`config.mk`:
```
export PLATFORM = sky130hd
export DESIGN_NAME = repeating_decimal_cycle
export DESIGN_NICKNAME = d
export VERILOG_FILES = /design/src/rtl/rdc_pkg.sv /design/src/rtl/rdc_step_unit.sv /design/src/rtl/rdc_seen_table.sv /design/src/rtl/repeating_decimal_cycle.sv
export SDC_FILE = /design/constraint.sdc
export NUM_CORES = 1
export LEC_CHECK = 0
export ABC_AREA = 1
export BUFFER_PORTS_ARGS = -buffer_cell sky130_fd_sc_hd__buf_2
export CELL_PAD_IN_SITES_DETAIL_PLACEMENT = 0
export CELL_PAD_IN_SITES_GLOBAL_PLACEMENT = 2
export CORE_AREA = 4 4 241 243
export CTS_CLUSTER_DIAMETER = 150
export DETAILED_ROUTE_END_ITERATION = 6
export DIE_AREA = 0 0 245 247
export HOLD_SLACK_MARGIN = 0.15
export PLACE_DENSITY = 0.88
export SYNTH_ARGS = -nofsm -noshare
export SYNTH_HDL_FRONTEND = slang
export SYNTH_SLANG_ARGS = --single-unit
export TNS_END_PERCENT = 20
```
`constraint.sdc`:
```
create_clock -name clock -period 8.45 [get_ports clock]
set_input_delay 0.4225 -clock clock [delete_from_list [all_inputs] [get_ports clock]]
set_output_delay 0.4225 -clock clock [all_outputs]
set_load 0.1 [all_outputs]
```
`src/rtl/rdc_pkg.sv`:
```
// repeating decimal cycle: shared types, widths and constants
// no dependencies; imported by every module of the block
`timescale 1ns / 1ps

package rdc_pkg;

   localparam int MAX_DEN   = 64;
   localparam int NUM_W     = 16;
   localparam int DEN_W     = 7;
   localparam int DIGIT_W   = 4;
   localparam int LEN_W     = 6;
   localparam int STEP_W    = 7;
   localparam int REM_W     = $clog2(MAX_DEN);
   localparam int VAL_W     = REM_W + 4;
   localparam int NIB_NUM   = NUM_W / 4;
   localparam int NIB_W     = $clog2(NIB_NUM);
   localparam int RADIX_DEC = 10;

   typedef logic [REM_W-1:0]   rem_type;
   typedef logic [STEP_W-1:0]  step_type;
   typedef logic [DEN_W-1:0]   den_type;
   typedef logic [DIGIT_W-1:0] digit_type;
   typedef logic [LEN_W-1:0]   len_type;
   typedef logic [VAL_W-1:0]   val_type;

   typedef struct packed {
      logic clear;
      logic write;
   } tbl_ctrl_type;

   typedef enum logic [4:0] {
      ST_IDLE = 5'b00001,
      ST_MOD  = 5'b00010,
      ST_FIND = 5'b00100,
      ST_LEN  = 5'b01000,
      ST_EMIT = 5'b10000
   } state_type;

endpackage

```
`src/rtl/rdc_step_unit.sv`:
```
// shared divide step: (rem * 16 + nibble) or (rem * 10) divided by the denominator
// four compare-subtract stages giving a 4-bit quotient and the new remainder; uses rdc_pkg
`timescale 1ns / 1ps

module rdc_step_unit (
   input  rdc_pkg::rem_type   rem_in,
   input  logic               use_hex,
   input  logic [3:0]         chunk,
   input  rdc_pkg::den_type   den,
   output rdc_pkg::digit_type quot,
   output rdc_pkg::rem_type   rem_out
);
   import rdc_pkg::*;

   val_type   val;
   val_type   dsh;
   digit_type q;

   always_comb begin
      if (use_hex) begin
         val = VAL_W'({rem_in, chunk});
      end else begin
         val = VAL_W'({rem_in, 3'b000}) + VAL_W'({rem_in, 1'b0});
      end
      q = '0;
      for (int i = 3; i >= 0; i--) begin
         dsh = VAL_W'(den) << i;
         if (val >= dsh) begin
            val  = val - dsh;
            q[i] = 1'b1;
         end
      end
      quot    = q;
      rem_out = val[REM_W-1:0];
   end

endmodule

```
`src/rtl/rdc_seen_table.sv`:
```
// position table: step at which each remainder was first seen, with per-entry valid bits
// step memory has a registered read; uses rdc_pkg
`timescale 1ns / 1ps

module rdc_seen_table (
   input  logic                  clock,
   input  logic                  reset,
   input  rdc_pkg::tbl_ctrl_type ctrl,
   input  rdc_pkg::rem_type      addr,
   input  rdc_pkg::step_type     wr_step,
   output logic                  hit,
   output rdc_pkg::step_type     rd_step
);
   import rdc_pkg::*;

   logic [MAX_DEN-1:0] valid_ff;
   step_type           mem [MAX_DEN];
   step_type           rd_step_ff;

   always_ff @(posedge clock) begin
      if (reset) begin
         valid_ff <= '0;
      end else if (ctrl.clear) begin
         valid_ff <= '0;
      end else if (ctrl.write) begin
         valid_ff[addr] <= 1'b1;
      end
   end

   always_ff @(posedge clock) begin
      if (ctrl.write) begin
         mem[addr] <= wr_step;
      end
      rd_step_ff <= mem[addr];
   end

   assign hit     = valid_ff[addr];
   assign rd_step = rd_step_ff;

endmodule

```
`src/rtl/repeating_decimal_cycle.sv`:
```
// repeating decimal cycle: sequencer around the shared divide step and the position table
// depends on rdc_pkg, rdc_step_unit and rdc_seen_table
`timescale 1ns / 1ps

// Usage:
//   Pulse start with req_numerator and req_denominator while busy is low; the
//   transfer happens on that edge and busy rises on the next cycle.
//   The denominator is clamped to 1..64 (zero counts as one).
//   Work per fraction: the numerator is first reduced one hex nibble per cycle,
//   then one long division step per cycle follows until a remainder
//   repeats or reaches zero, the position table is read, and then one
//   result per cycle is given for the repeating digits. Every step uses the same
//   four-stage compare-subtract unit; a new fraction is taken only after busy falls.
//   Results leave on the rsp_ ports from an output register, one per cycle,
//   each marked by a one-cycle rsp_strobe; the receiver cannot stall them.
//   A terminating fraction gives one result with rsp_terminates and rsp_last.
//   Synchronous reset returns the sequencer to idle and marks all table
//   entries unseen; the table is cleared again on each start transfer.
module repeating_decimal_cycle (
   input  logic                       clock,
   input  logic                       reset,
   input  logic                       start,
   output logic                       busy,
   input  logic [rdc_pkg::NUM_W-1:0]  req_numerator,
   input  rdc_pkg::den_type           req_denominator,
   output logic                       rsp_strobe,
   output rdc_pkg::digit_type         rsp_digit,
   output rdc_pkg::len_type           rsp_cycle_length,
   output logic                       rsp_terminates,
   output logic                       rsp_last
);
   import rdc_pkg::*;

   state_type         state_ff, state_in;
   logic [NUM_W-1:0]  num_ff, num_in;
   den_type           den_ff, den_in;
   rem_type           rem_ff, rem_in;
   logic [NIB_W-1:0]  nib_ff, nib_in;
   step_type          step_ff, step_in;
   len_type           len_ff, len_in;
   len_type           emit_ff, emit_in;

   logic              strobe_ff, strobe_in;
   digit_type         digit_ff, digit_in;
   len_type           cyc_len_ff, cyc_len_in;
   logic              term_ff, term_in;
   logic              last_ff, last_in;

   logic              use_hex;
   logic [3:0]        chunk;
   digit_type         unit_quot;
   rem_type           unit_rem;
   tbl_ctrl_type      tbl_ctrl;
   logic              tbl_hit;
   step_type          tbl_step;
   step_type          len_diff;
   den_type           den_sat;

   assign use_hex = (state_ff == ST_MOD);
   assign chunk   = use_hex ? num_ff[{nib_ff, 2'b00} +: 4] : 4'd0;

   rdc_step_unit u_step (
      .rem_in  (rem_ff),
      .use_hex (use_hex),
      .chunk   (chunk),
      .den     (den_ff),
      .quot    (unit_quot),
      .rem_out (unit_rem)
   );

   rdc_seen_table u_table (
      .clock   (clock),
      .reset   (reset),
      .ctrl    (tbl_ctrl),
      .addr    (rem_ff),
      .wr_step (step_ff),
      .hit     (tbl_hit),
      .rd_step (tbl_step)
   );

   assign len_diff = step_ff - tbl_step;

   always_comb begin
      if (req_denominator == '0) begin
         den_sat = DEN_W'(1);
      end else if (req_denominator > DEN_W'(MAX_DEN)) begin
         den_sat = DEN_W'(MAX_DEN);
      end else begin
         den_sat = req_denominator;
      end
   end

   always_comb begin
      state_in   = state_ff;
      num_in     = num_ff;
      den_in     = den_ff;
      rem_in     = rem_ff;
      nib_in     = nib_ff;
      step_in    = step_ff;
      len_in     = len_ff;
      emit_in    = emit_ff;
      strobe_in  = 1'b0;
      digit_in   = digit_ff;
      cyc_len_in = cyc_len_ff;
      term_in    = term_ff;
      last_in    = last_ff;
      tbl_ctrl   = '0;

      unique case (state_ff)
         ST_IDLE: begin
            if (start) begin
               num_in         = req_numerator;
               den_in         = den_sat;
               rem_in         = '0;
               nib_in         = NIB_W'(NIB_NUM - 1);
               tbl_ctrl.clear = 1'b1;
               state_in       = ST_MOD;
            end
         end
         ST_MOD: begin
            rem_in = unit_rem;
            nib_in = nib_ff - 1'b1;
            if (nib_ff == '0) begin
               step_in  = '0;
               state_in = ST_FIND;
            end
         end
         ST_FIND: begin
            priority if (rem_ff == '0) begin
               strobe_in  = 1'b1;
               digit_in   = '0;
               cyc_len_in = '0;
               term_in    = 1'b1;
               last_in    = 1'b1;
               state_in   = ST_IDLE;
            end else if (tbl_hit) begin
               state_in = ST_LEN;
            end else begin
               tbl_ctrl.write = 1'b1;
               rem_in         = unit_rem;
               step_in        = step_ff + 1'b1;
            end
         end
         ST_LEN: begin
            if (len_diff == '0) begin
               strobe_in  = 1'b1;
               digit_in   = '0;
               cyc_len_in = '0;
               term_in    = 1'b1;
               last_in    = 1'b1;
               state_in   = ST_IDLE;
            end else begin
               len_in   = len_diff[LEN_W-1:0];
               emit_in  = '0;
               state_in = ST_EMIT;
            end
         end
         ST_EMIT: begin
            strobe_in  = 1'b1;
            digit_in   = unit_quot;
            cyc_len_in = len_ff;
            term_in    = 1'b0;
            last_in    = (emit_ff == len_ff - 1'b1);
            rem_in     = unit_rem;
            emit_in    = emit_ff + 1'b1;
            if (emit_ff == len_ff - 1'b1) begin
               state_in = ST_IDLE;
            end
         end
         default: begin
            state_in = ST_IDLE;
         end
      endcase
   end

   always_ff @(posedge clock) begin
      if (reset) begin
         state_ff  <= ST_IDLE;
         strobe_ff <= 1'b0;
         rem_ff    <= '0;
         step_ff   <= '0;
      end else begin
         state_ff  <= state_in;
         strobe_ff <= strobe_in;
         rem_ff    <= rem_in;
         step_ff   <= step_in;
      end
   end

   always_ff @(posedge clock) begin
      num_ff     <= num_in;
      den_ff     <= den_in;
      nib_ff     <= nib_in;
      len_ff     <= len_in;
      emit_ff    <= emit_in;
      digit_ff   <= digit_in;
      cyc_len_ff <= cyc_len_in;
      term_ff    <= term_in;
      last_ff    <= last_in;
   end

   assign busy             = (state_ff != ST_IDLE);
   assign rsp_strobe       = strobe_ff;
   assign rsp_digit        = digit_ff;
   assign rsp_cycle_length = cyc_len_ff;
   assign rsp_terminates   = term_ff;
   assign rsp_last         = last_ff;

`ifndef ASSERT_OFF
   a_term_shape: assert property (@(posedge clock) disable iff (reset)
      rsp_strobe && rsp_terminates |-> rsp_last && rsp_cycle_length == '0 && rsp_digit == '0)
      else $error("terminating result malformed");

   a_digit_range: assert property (@(posedge clock) disable iff (reset)
      rsp_strobe |-> rsp_digit <= DIGIT_W'(RADIX_DEC - 1))
      else $error("digit out of range");

   a_cycle_len: assert property (@(posedge clock) disable iff (reset)
      rsp_strobe && !rsp_terminates |-> rsp_cycle_length != '0)
      else $error("repeating result with zero cycle length");

   a_step_bound: assert property (@(posedge clock) disable iff (reset)
      state_ff == ST_FIND |-> step_ff <= STEP_W'(MAX_DEN))
      else $error("long division ran past table depth");

   a_done_idle: assert property (@(posedge clock) disable iff (reset)
      rsp_strobe && rsp_last |-> !busy || $past(start))
      else $error("last result while still busy");
`endif

endmodule

```
; After elaboration in Yosys (flattened, before gate mapping)
; Memories as Yosys holds them, arrays and structs flattened. A register that Yosys moved wholly into a read port is not among the register bits.
; Cells that the tools add are included.
; W data, S select, Z words.
[totals]
regBits = 132
ram_bits = 448
in_bits = 26
n_memories = 1
[classes]
addsub = 10
n_lt_le_gt_ge = 7
eq_ne = 16
n_shift = 1
muxes = 53
bitwise = 2
reduce_logical = 21
[memory_table]
columns = memory, depth, width, read_ports, rd_clocked_by_memory_dff, wr, line
row1 = u_table.mem, 64, 7, 1, 1, 1, rdc_seen_table.sv:17  ; step_type mem [MAX_DEN];
[ops]
columns = op, n
row1 = $or A64 B64 Y64, 1
row2 = $mux W6, 7
row3 = $mux W10, 4
row4 = $pmux W6 S3, 2
row5 = $mux W5, 6
row6 = $mux W7, 4
row7 = $pmux W5 S5, 1
row8 = $mux W1, 17
row9 = $ne A2 B2 Y1 const B, 8
row10 = $shiftx A16 B5 Y4, 1
row11 = $logic_not A7 Y1, 2
row12 = $pmux W7 S2, 1
row13 = $pmux W4 S3, 1
row14 = $pmux W6 S2, 1
row15 = $reduce_and A4 Y1, 3
row16 = $add A9 B7 Y10, 1
row17 = $ge A10 B10 Y1, 1
row18 = $ge A10 B7 Y1, 1
row19 = $ge A10 B8 Y1, 1
row20 = $ge A10 B9 Y1, 1
row21 = $sub A10 B10 Y10, 1
row22 = $sub A10 B8 Y10, 1
row23 = $sub A10 B9 Y10, 1
row24 = $pmux W1 S3, 3
row25 = 31 further kinds, 40

; Longest topological paths before layout
; Gate-level depths: netlist of run 1.
[logic_depth]
word_depth = 13
mapped_depth = 56

; By module
; From an unflattened synthesis of run 1, not the netlist that was laid out.
[hier_totals]
hier_cells = 3063
area_unflattened_um2 = 27521.4
[modules_own_cells]
columns = mod, instances, cells_per_inst, area_each_um2
row1 = rdc_seen_table, 1, 2307, 21958.6
row2 = repeating_decimal_cycle, 1, 396, 3452.1
row3 = rdc_step_unit, 1, 360, 2110.8

; Worst setup path before layout of run 1
; Ideal clock, no wire load.
[synth_timing]
path_kind = register to register
from = reg rem_ff[2]
to = reg rem_ff[4]
setup_ns = 0.070
arrival_time_ns = 7.600
path_slack_ns = 0.780
stages_incl_launch_ff = 52
path_buffers = 2
synth_period_minus_slack_ns = 7.670
path_cell_list = dfxtp_1 ha_1 fa_1 a21oi_1 o21ai_0 nor2_1 o22ai_1 ha_1 nand2_1 nor4_1 nand3_2 nand2_2 buf_2 nor2_1 a21oi_1 ha_1 a21o_1 nand2_1 (+16 left out) nand2_1 inv_1 ha_1 a21oi_1 o21ai_0 a41oi_1 nor2_1 o21ai_0 nand2_1 a21oi_1 nand2_1 inv_1 nand2_1 nor2_4 nand2_2 nand2_1 nand3_1 a21oi_1
[synth_between]
elab_chain_cells = 13
elab_cells_between_ends = 23
[synth_rtl]
columns = item, line
row1 = "start, declared", repeating_decimal_cycle.sv:37  ; rem_type rem_ff, rem_in;
row2 = "start signal, assigned", repeating_decimal_cycle.sv:185  ; rem_ff <= rem_in;
row3 = $add A9 B7 Y10, rdc_step_unit.sv:23  ; val = VAL_W'({rem_in, 3'b000}) + VAL_W'({rem_in, 1'b0});
row4 = $mux W10, rdc_step_unit.sv:20  ; if (use_hex) begin
row5 = $sub A10 B10 Y10 or $ge A10 B10 Y1 (tied branches), "rdc_step_unit.sv:29, rdc_step_unit.sv:28"
row6 = $mux W10, rdc_step_unit.sv:28  ; if (val >= dsh) begin
row7 = $sub A10 B9 Y10 or $ge A10 B9 Y1 (tied branches), "rdc_step_unit.sv:29, rdc_step_unit.sv:28"
row8 = $mux W10, rdc_step_unit.sv:28
row9 = $sub A10 B8 Y10 or $ge A10 B8 Y1 (tied branches), "rdc_step_unit.sv:29, rdc_step_unit.sv:28"
row10 = $mux W10, rdc_step_unit.sv:28
row11 = $ge A10 B7 Y1 or $sub A6 B6 Y6 (tied branches), "rdc_step_unit.sv:28, rdc_step_unit.sv:29"
row12 = $mux W6, rdc_step_unit.sv:28
row13 = $mux W6, repeating_decimal_cycle.sv:136  ; end else if (tbl_hit) begin
row14 = $mux W6, repeating_decimal_cycle.sv:129  ; priority if (rem_ff == '0) begin
row15 = $pmux W6 S3, repeating_decimal_cycle.sv:109  ; unique case (state_ff)
; Parallel ways exist; a longest one is shown, timed or not. The select of a mux whose other input is x is not followed.
; A chain may end at the register's enable or synchronous reset.

; Final worst setup path of run 1
[layout_timing]
from = reg rem_ff[0]
to = reg rem_ff[2]
; The elaborated chain is that of the path after synthesis.

==> results of run 1 <==
[routing by layer]
metal | up-vias | wire, um
met3 | 98 | 3880
li1 | 7448 | -
met1 | 7921 | 26700
met4 | 0 | 1690
met5 | - | 0
met2 | 522 | 30500
[tightest hold or removal path: cells and delay by family]
family / cells / cell delay, ns
buffers and inverters: 2 / 0.13
and+or+nand+nor: 1 / 0.10
[state kept, by name, indices dropped and copies added (netlist names), 7 cells and up]
signal,count
den_ff,7
num_ff,16
step_ff,7
u_table.mem,448
u_table.rd_step,7
u_table.valid_ff,64
[final timing paths]
check / cells past startpoint / startpoint / slack (ns) / endpoint
worst max register to register: 50 / rem_ff[0]$_SDFFE_PP0P_ / 0.62 / rem_ff[2]$_SDFFE_PP0P_
worst min register to register: 2 / u_table.valid_ff[0]$_SDFFE_PP0P_ / 0.44 / u_table.valid_ff[0]$_SDFFE_PP0P_
worst max-delay path: 50 / rem_ff[0]$_SDFFE_PP0P_ / 0.62 / rem_ff[2]$_SDFFE_PP0P_
worst min-delay path: 3 / req_denominator[2] / 0.17 / den_ff[2]$_SDFFCE_PP0P_
[placed cells by master, fill, tap and decap left out, types with 6 or more instances in the layout]
master / count
edfxtp_1: 497
nand2_1: 379
inv_1: 239
a21oi_1: 125
dfxtp_1: 83
a22oi_1: 68
clkbuf_16: 63
nand3_1: 58
nor2_1: 58
nand4_1: 57
a221oi_1: 55
a22o_1: 44
buf_4: 43
ha_1: 39
buf_2: 39
o21ai_0: 33
xor2_1: 23
dlygate4sd3_1: 22
o22ai_1: 19
xnor2_1: 15
nor3_1: 13
clkbuf_8: 12
inv_2: 10
clkinv_2: 10
o21ai_1: 9
clkbuf_1: 9
nand2_2: 8
dfxtp_2: 7
conb_1: 7
nand3_2: 6
nor2_4: 6
o41ai_1: 6
fa_1: 6
bufinv_16: 6
[metrics by stage]
step | TNS [ns] | hold slack (ns) | power [mW]
6_report | 0 | 0.171 | 9.08
3_3_place_gp | 0 | 0.435 | 6.11
4_1_cts | 0 | 0.155 | 8.90
2_1_floorplan | 0 | 0.417 | 5.35
3_5_place_dp | -0.507 | 0.437 | 6.09
5_1_grt | -0.0403 | 0.184 | 9.57
[area by class of cell]
type | count | area, sq um | share of cell area (%)
clock inverters | 27 | 348 | 1.24
multi-input cells | 1104 | 6570 | 23.4
clock buffers | 87 | 1790 | 6.39
inverters | 252 | 951 | 3.39
repair buffers | 104 | 738 | 2.63
well taps | 756 | 946 | 3.37
flip-flops and latches | 587 | 16700 | 59.6
[logic make-up after synthesis]
kind of cell	share of synthesized area [%]
AND/OR/NAND/NOR	11.3
adder cells (fa/ha/maj)	2.64
XOR/XNOR	1.36
AO/OA/AOI/OAI	11.0
buffers and inverters	5.14
flip-flops	68.5
other	0.0154
[what timing repair did]
item	CTS	global route
pin swaps	0	6
endpoints found under the hold margin	24	0
hold buffers	22	0
buffers inserted	0	5
setup endpoints to repair	7	7
gates cloned	0	1
gates resized for setup	2	30
[power breakdown]
group          leakage, nW  internal, mW  switching [mW]
Sequential            5.21          3.14          0.0237
Clock                 1.05          1.67            1.13
Combinational         4.19          1.14            1.98
Total                 10.5          5.95            3.13
==> impl_metrics.tcl, run 1 <==
set metrics [dict create \
    status "finished, final reports clean" \
    max_stage_delay_ns 0.43 \
    synth_top_area_cell "edfxtp_1" \
    grt_pass1_wl_um 95400 \
    cts_sinks 587 \
    final-setup-viol-count 0 \
    hpwl_um 38800 \
    layout.cells.non_filler 2917 \
    min_period_ns 7.83 \
    synthCells 2009 \
    path_common_cell "nand2_1" \
    path_buf_inv 8 \
    cellPowerDensity_nw_per_um2 323 \
    synth-edff-count 497 \
    fin_nets 2183 \
    port_buffers 39 \
    syn-cell-area_sq_um 24400 \
    synth_top_area_share_pct 61.1 \
    die_x_um 245 \
    ys_async_sr_fraction_pct 0 \
    final.fill_count 4929 \
    die_area_sq_um 60500 \
    cap_violations 0 \
    first_iter_violations 1371 \
    io_pins 40 \
    ys_types 56 \
    min_path_type "in2reg" \
    grt_remaining_overflow 0 \
    ys_seq_elements 587 \
    finalMaxSlewViolations 0 \
    final_core_util_pct 50.2 \
    critPathLaunchType "flip-flop" \
    criticalPathCategory "reg2reg" \
    initial_core_util_pct 43.6 \
    peakVddDrop_v 0.000377 \
    core_sq_um 56000 \
    ys_seq_area_share_pct 68.5 \
    grt_start_max_net_pins 71 \
    totalWireLength_um 62700 \
    cts_tree "yes" \
    fmax_ghz 0.128 \
    met1_usage_pct 27.5 \
    drc 0 \
    setup_slack_ns 0.618 \
    cts_htree_levels 2 \
    yosys-top-cells-area "edfxtp_1 61%, dfxtp_1 7.4%, nand2_1 5.9%" \
    syn_to_final_growth_pct 15.0 \
    post-place-ws_ns -0.100 \
    slowest_stage "fa_1" \
    final-hold-violation-count 0 \
    clk_latency_ns 0.64 \
    vias_per_cell 5.48 \
    grt_pass1_vias 15949 \
    row_count 87 \
    crit_fanout 10 \
    slew-limit-headroom_pct 23.6 \
    numCtsBuffers 60 \
    grt.met2_usage_pct 35.0 \
    ys.flop_type "edfxtp_1" \
    final_area_sq_um 28100 \
    post_route_cells_drive_above_1_share_pct 11.9 \
    track_usage_pct 20.5 \
    clock_tree.buffer_depth 3 \
    diodes 0 \
    clk_pin_slew_ns 0.07 \
    drtAntennaViolNets 0 \
    grt.busiest_layer "met2" \
    post-route-period-util_pct 92.7 \
    gp_congestion 0.861 \
    wl_per_cell_um 21.5 \
    yosys-top-cells-count "497 x edfxtp_1, 382 x nand2_1, 240 x inv_1, 127 x a21oi_1, 90 x dfxtp_1" \
    clockRootBuffer "clkbuf_16" \
    avgSynthCellArea_sq_um 12.2 \
    path_delay_family "simple AND/OR/NAND/NOR gates" \
    dp_cells 2775 \
    critPathRequiredTime_ns 8.93 \
    leakage_nw 10.5 \
    firstDrtPassIters 5 \
    yosysMostFrequentCell "edfxtp_1" \
    antenna_found_initial 0 \
    cp-end-kind "flip-flop" \
    use_met3_pct 2.81 \
    dr_total_vias 15989 \
    die_h_um 247 \
    fin_skew_ns 0.0468 \
    worst_pin_slew_ns 1.13 \
    yosysWarningCount 0 \
    dpl-instance-area_sq_um 25600 \
    critPathArrivalTime_ns 8.31 \
]
(Power assumes the default switching activity.)
==> run 2: changes to the inputs <==
--- a/config.mk
+++ b/config.mk
@@ -7,14 +7,13 @@
 export LEC_CHECK = 0
 export ABC_AREA = 1
 export BUFFER_PORTS_ARGS = -buffer_cell sky130_fd_sc_hd__buf_2
-export CELL_PAD_IN_SITES_DETAIL_PLACEMENT = 0
-export CELL_PAD_IN_SITES_GLOBAL_PLACEMENT = 2
-export CORE_AREA = 4 4 241 243
+export CORE_AREA = 4 4 207 209
 export CTS_CLUSTER_DIAMETER = 150
 export DETAILED_ROUTE_END_ITERATION = 6
-export DIE_AREA = 0 0 245 247
+export DIE_AREA = 0 0 211 213
+export GPL_ROUTABILITY_DRIVEN = 0
 export HOLD_SLACK_MARGIN = 0.15
-export PLACE_DENSITY = 0.88
+export PLACE_DENSITY = 0.85
 export SYNTH_ARGS = -nofsm -noshare
 export SYNTH_HDL_FRONTEND = slang
 export SYNTH_SLANG_ARGS = --single-unit
==> run 2 against run 1 <==
Against the previous run: count of clock-buffer cells in the layout decreased by 26; the run now ends with DRC left; sequential share of layout area increased by 1.3 points; clock skew decreased by 0.023 ns; critical endpoint is now rem_ff[3]$_SDFFE_PP0P_; die area decreased by 26%; design area decreased by 2.2%; routed wire length decreased by 1.4%; clock power decreased by 9.7%; combinational power increased by 6%; largest cell class unchanged; critical path depth increased by 3; final cell count decreased by 8.1%; global-route usage increased by 6.4 points.
==> impl_metrics.tcl, run 2 (synthesized netlist as in run 1, its figures left out) <==
set metrics [dict create \
    final-setup-viol-count 0 \
    fin_nets 2176 \
    final_core_util_pct 67.3 \
    dp_cells 2539 \
    die_h_um 213 \
    critPathArrivalTime_ns 8.70 \
    clk_latency_ns 0.62 \
    slowest_stage "fa_1" \
    post_route_cells_drive_above_1_share_pct 11.0 \
    most-common-layout-cells "497 x edfxtp_1, 381 x nand2_1, 239 x inv_1" \
    cellPowerDensity_nw_per_um2 327 \
    crit_fanout 7 \
    wl_per_cell_um 23.1 \
    largest_register "u_table.mem" \
    r2r_cells 53 \
    grt_start_max_net_pins 71 \
    io_pins 40 \
    dr_total_vias 17145 \
    hpwl_um 36500 \
    drtAntennaViolNets 0 \
    reg_top3 "u_table.mem x448, u_table.valid_ff x64, num_ff x16" \
    vias_per_cell 6.40 \
    ff_latch_area_sq_um 16700 \
    clock_tree.buffer_depth 3 \
    leakage_nw 10.3 \
    die_area_sq_um 44900 \
    hold_depth 3 \
    track_usage_pct 26.9 \
    critPathRequiredTime_ns 8.99 \
    setup_slack_ns 0.287 \
    cap_violations 0 \
    antenna_found_initial 1 \
    cts_htree_levels 2 \
    row_count 74 \
    clk_pin_slew_ns 0.07 \
    port_buffers 39 \
    drc 4 \
    die_x_um 211 \
    cts_sinks 587 \
    post-route-period-util_pct 96.6 \
    fin_skew_ns 0.0235 \
    post-place-ws_ns -0.326 \
    min_period_ns 8.16 \
    fmax_ghz 0.123 \
    finalPower_mw 8.99 \
    peakVddDrop_v 0.000527 \
    firstDrtPassIters 7 \
    syn_to_final_growth_pct 12.5 \
    multi_input_area_sq_um 6560 \
    largest_register_ffs 448 \
    cts_tree "yes" \
    slew-limit-headroom_pct 11.7 \
    worst_pin_slew_ns 1.32 \
    cp-end-kind "flip-flop" \
    criticalPathCategory "reg2reg" \
    final-hold-violation-count 0 \
    final_common_cell "edfxtp_1" \
    grt_pass1_wl_um 93600 \
    status "finished with violations" \
    core_sq_um 40800 \
    final.fill_count 2652 \
    grt_remaining_overflow 0 \
    first_iter_violations 2349 \
    numCtsBuffers 54 \
    clockRootBuffer "clkbuf_16" \
    min_path_type "in2reg" \
    totalWireLength_um 61800 \
    layout.cells.non_filler 2681 \
    critPathLaunchType "flip-flop" \
    finalMaxSlewViolations 0 \
    violations "DRC" \
    grt_pass1_vias 16943 \
    max_stage_delay_ns 0.44 \
    initial_core_util_pct 59.8 \
    path_common_cell "nand2_1" \
]
## run 2: changes by cell type in the layout (fill, tap and decap cells not counted), sizes merged
cell         change
bufinv           +2
clkinv           +9
diode            +1
nand3            +1
clkinvlp         +2
inv              +1
buf              -4
dlygate4sd3      +2
clkbuf          -26
## run 2: worst paths after layout
path	from	to	slack (ns)
worst max-delay path	rem_ff[0]$_SDFFE_PP0P_	rem_ff[3]$_SDFFE_PP0P_	0.29
worst min-delay path	req_denominator[0]	den_ff[0]$_SDFFCE_PP1P_	0.21
worst max register to register	rem_ff[0]$_SDFFE_PP0P_	rem_ff[3]$_SDFFE_PP0P_	0.29
worst min register to register	u_table.valid_ff[0]$_SDFFE_PP0P_	u_table.valid_ff[0]$_SDFFE_PP0P_	0.46
## run 2: area by class of cell
type | instances | share of cell area [%]
well taps | 532 | 2.42
flip-flops and latches | 587 | 60.9
diodes | 1 | 0.00911
repair buffers | 102 | 2.65
multi-input cells | 1105 | 23.9
clock inverters | 41 | 1.57
inverters | 252 | 3.45
clock buffers | 61 | 5.09
## run 2: what timing repair did
item	CTS	global route
hold endpoints to repair	26	0
gates cloned	0	2
buffers inserted	0	13
gates resized for setup	8	22
pin swaps	0	11
setup endpoints to repair	7	7
hold buffers	24	0
## run 2: critical path: cells and delay by family (launching register included)
kind / cells / cell delay, ns
fa+ha+maj: 6 / 2.03
simple gates: 26 / 3.09
compound gates: 15 / 2.15
buf+inv: 6 / 0.48
flops: 1 / 0.31
## run 2: stage by stage
stage               instance area [sq um]  hold WS [ns]  setup TNS (ns)
floorplan                           24400         0.417               0
global placement                    25200         0.425               0
detailed placement                  25200         0.428           -2.11
CTS                                 27300         0.184               0
global route                        27500         0.209          -0.738
finish                              27500         0.210               0
## run 2: metal layers
layer  global-route usage [%]  vias up  wire length [um]
met5                        0        -                 0
met4                     11.6        0              2680
met3                     5.11      246              6640
met2                     45.1     1239             30000
met1                     34.7     8228             22500
li1                         -     7432                 -
## run 2: where the power goes
group	total [mW]	switching (mW)	internal (mW)
clock network	2.52	1.08	1.44
logic	3.30	2.10	1.20
registers	3.17	0.0233	3.14
total	8.99	3.20	5.78
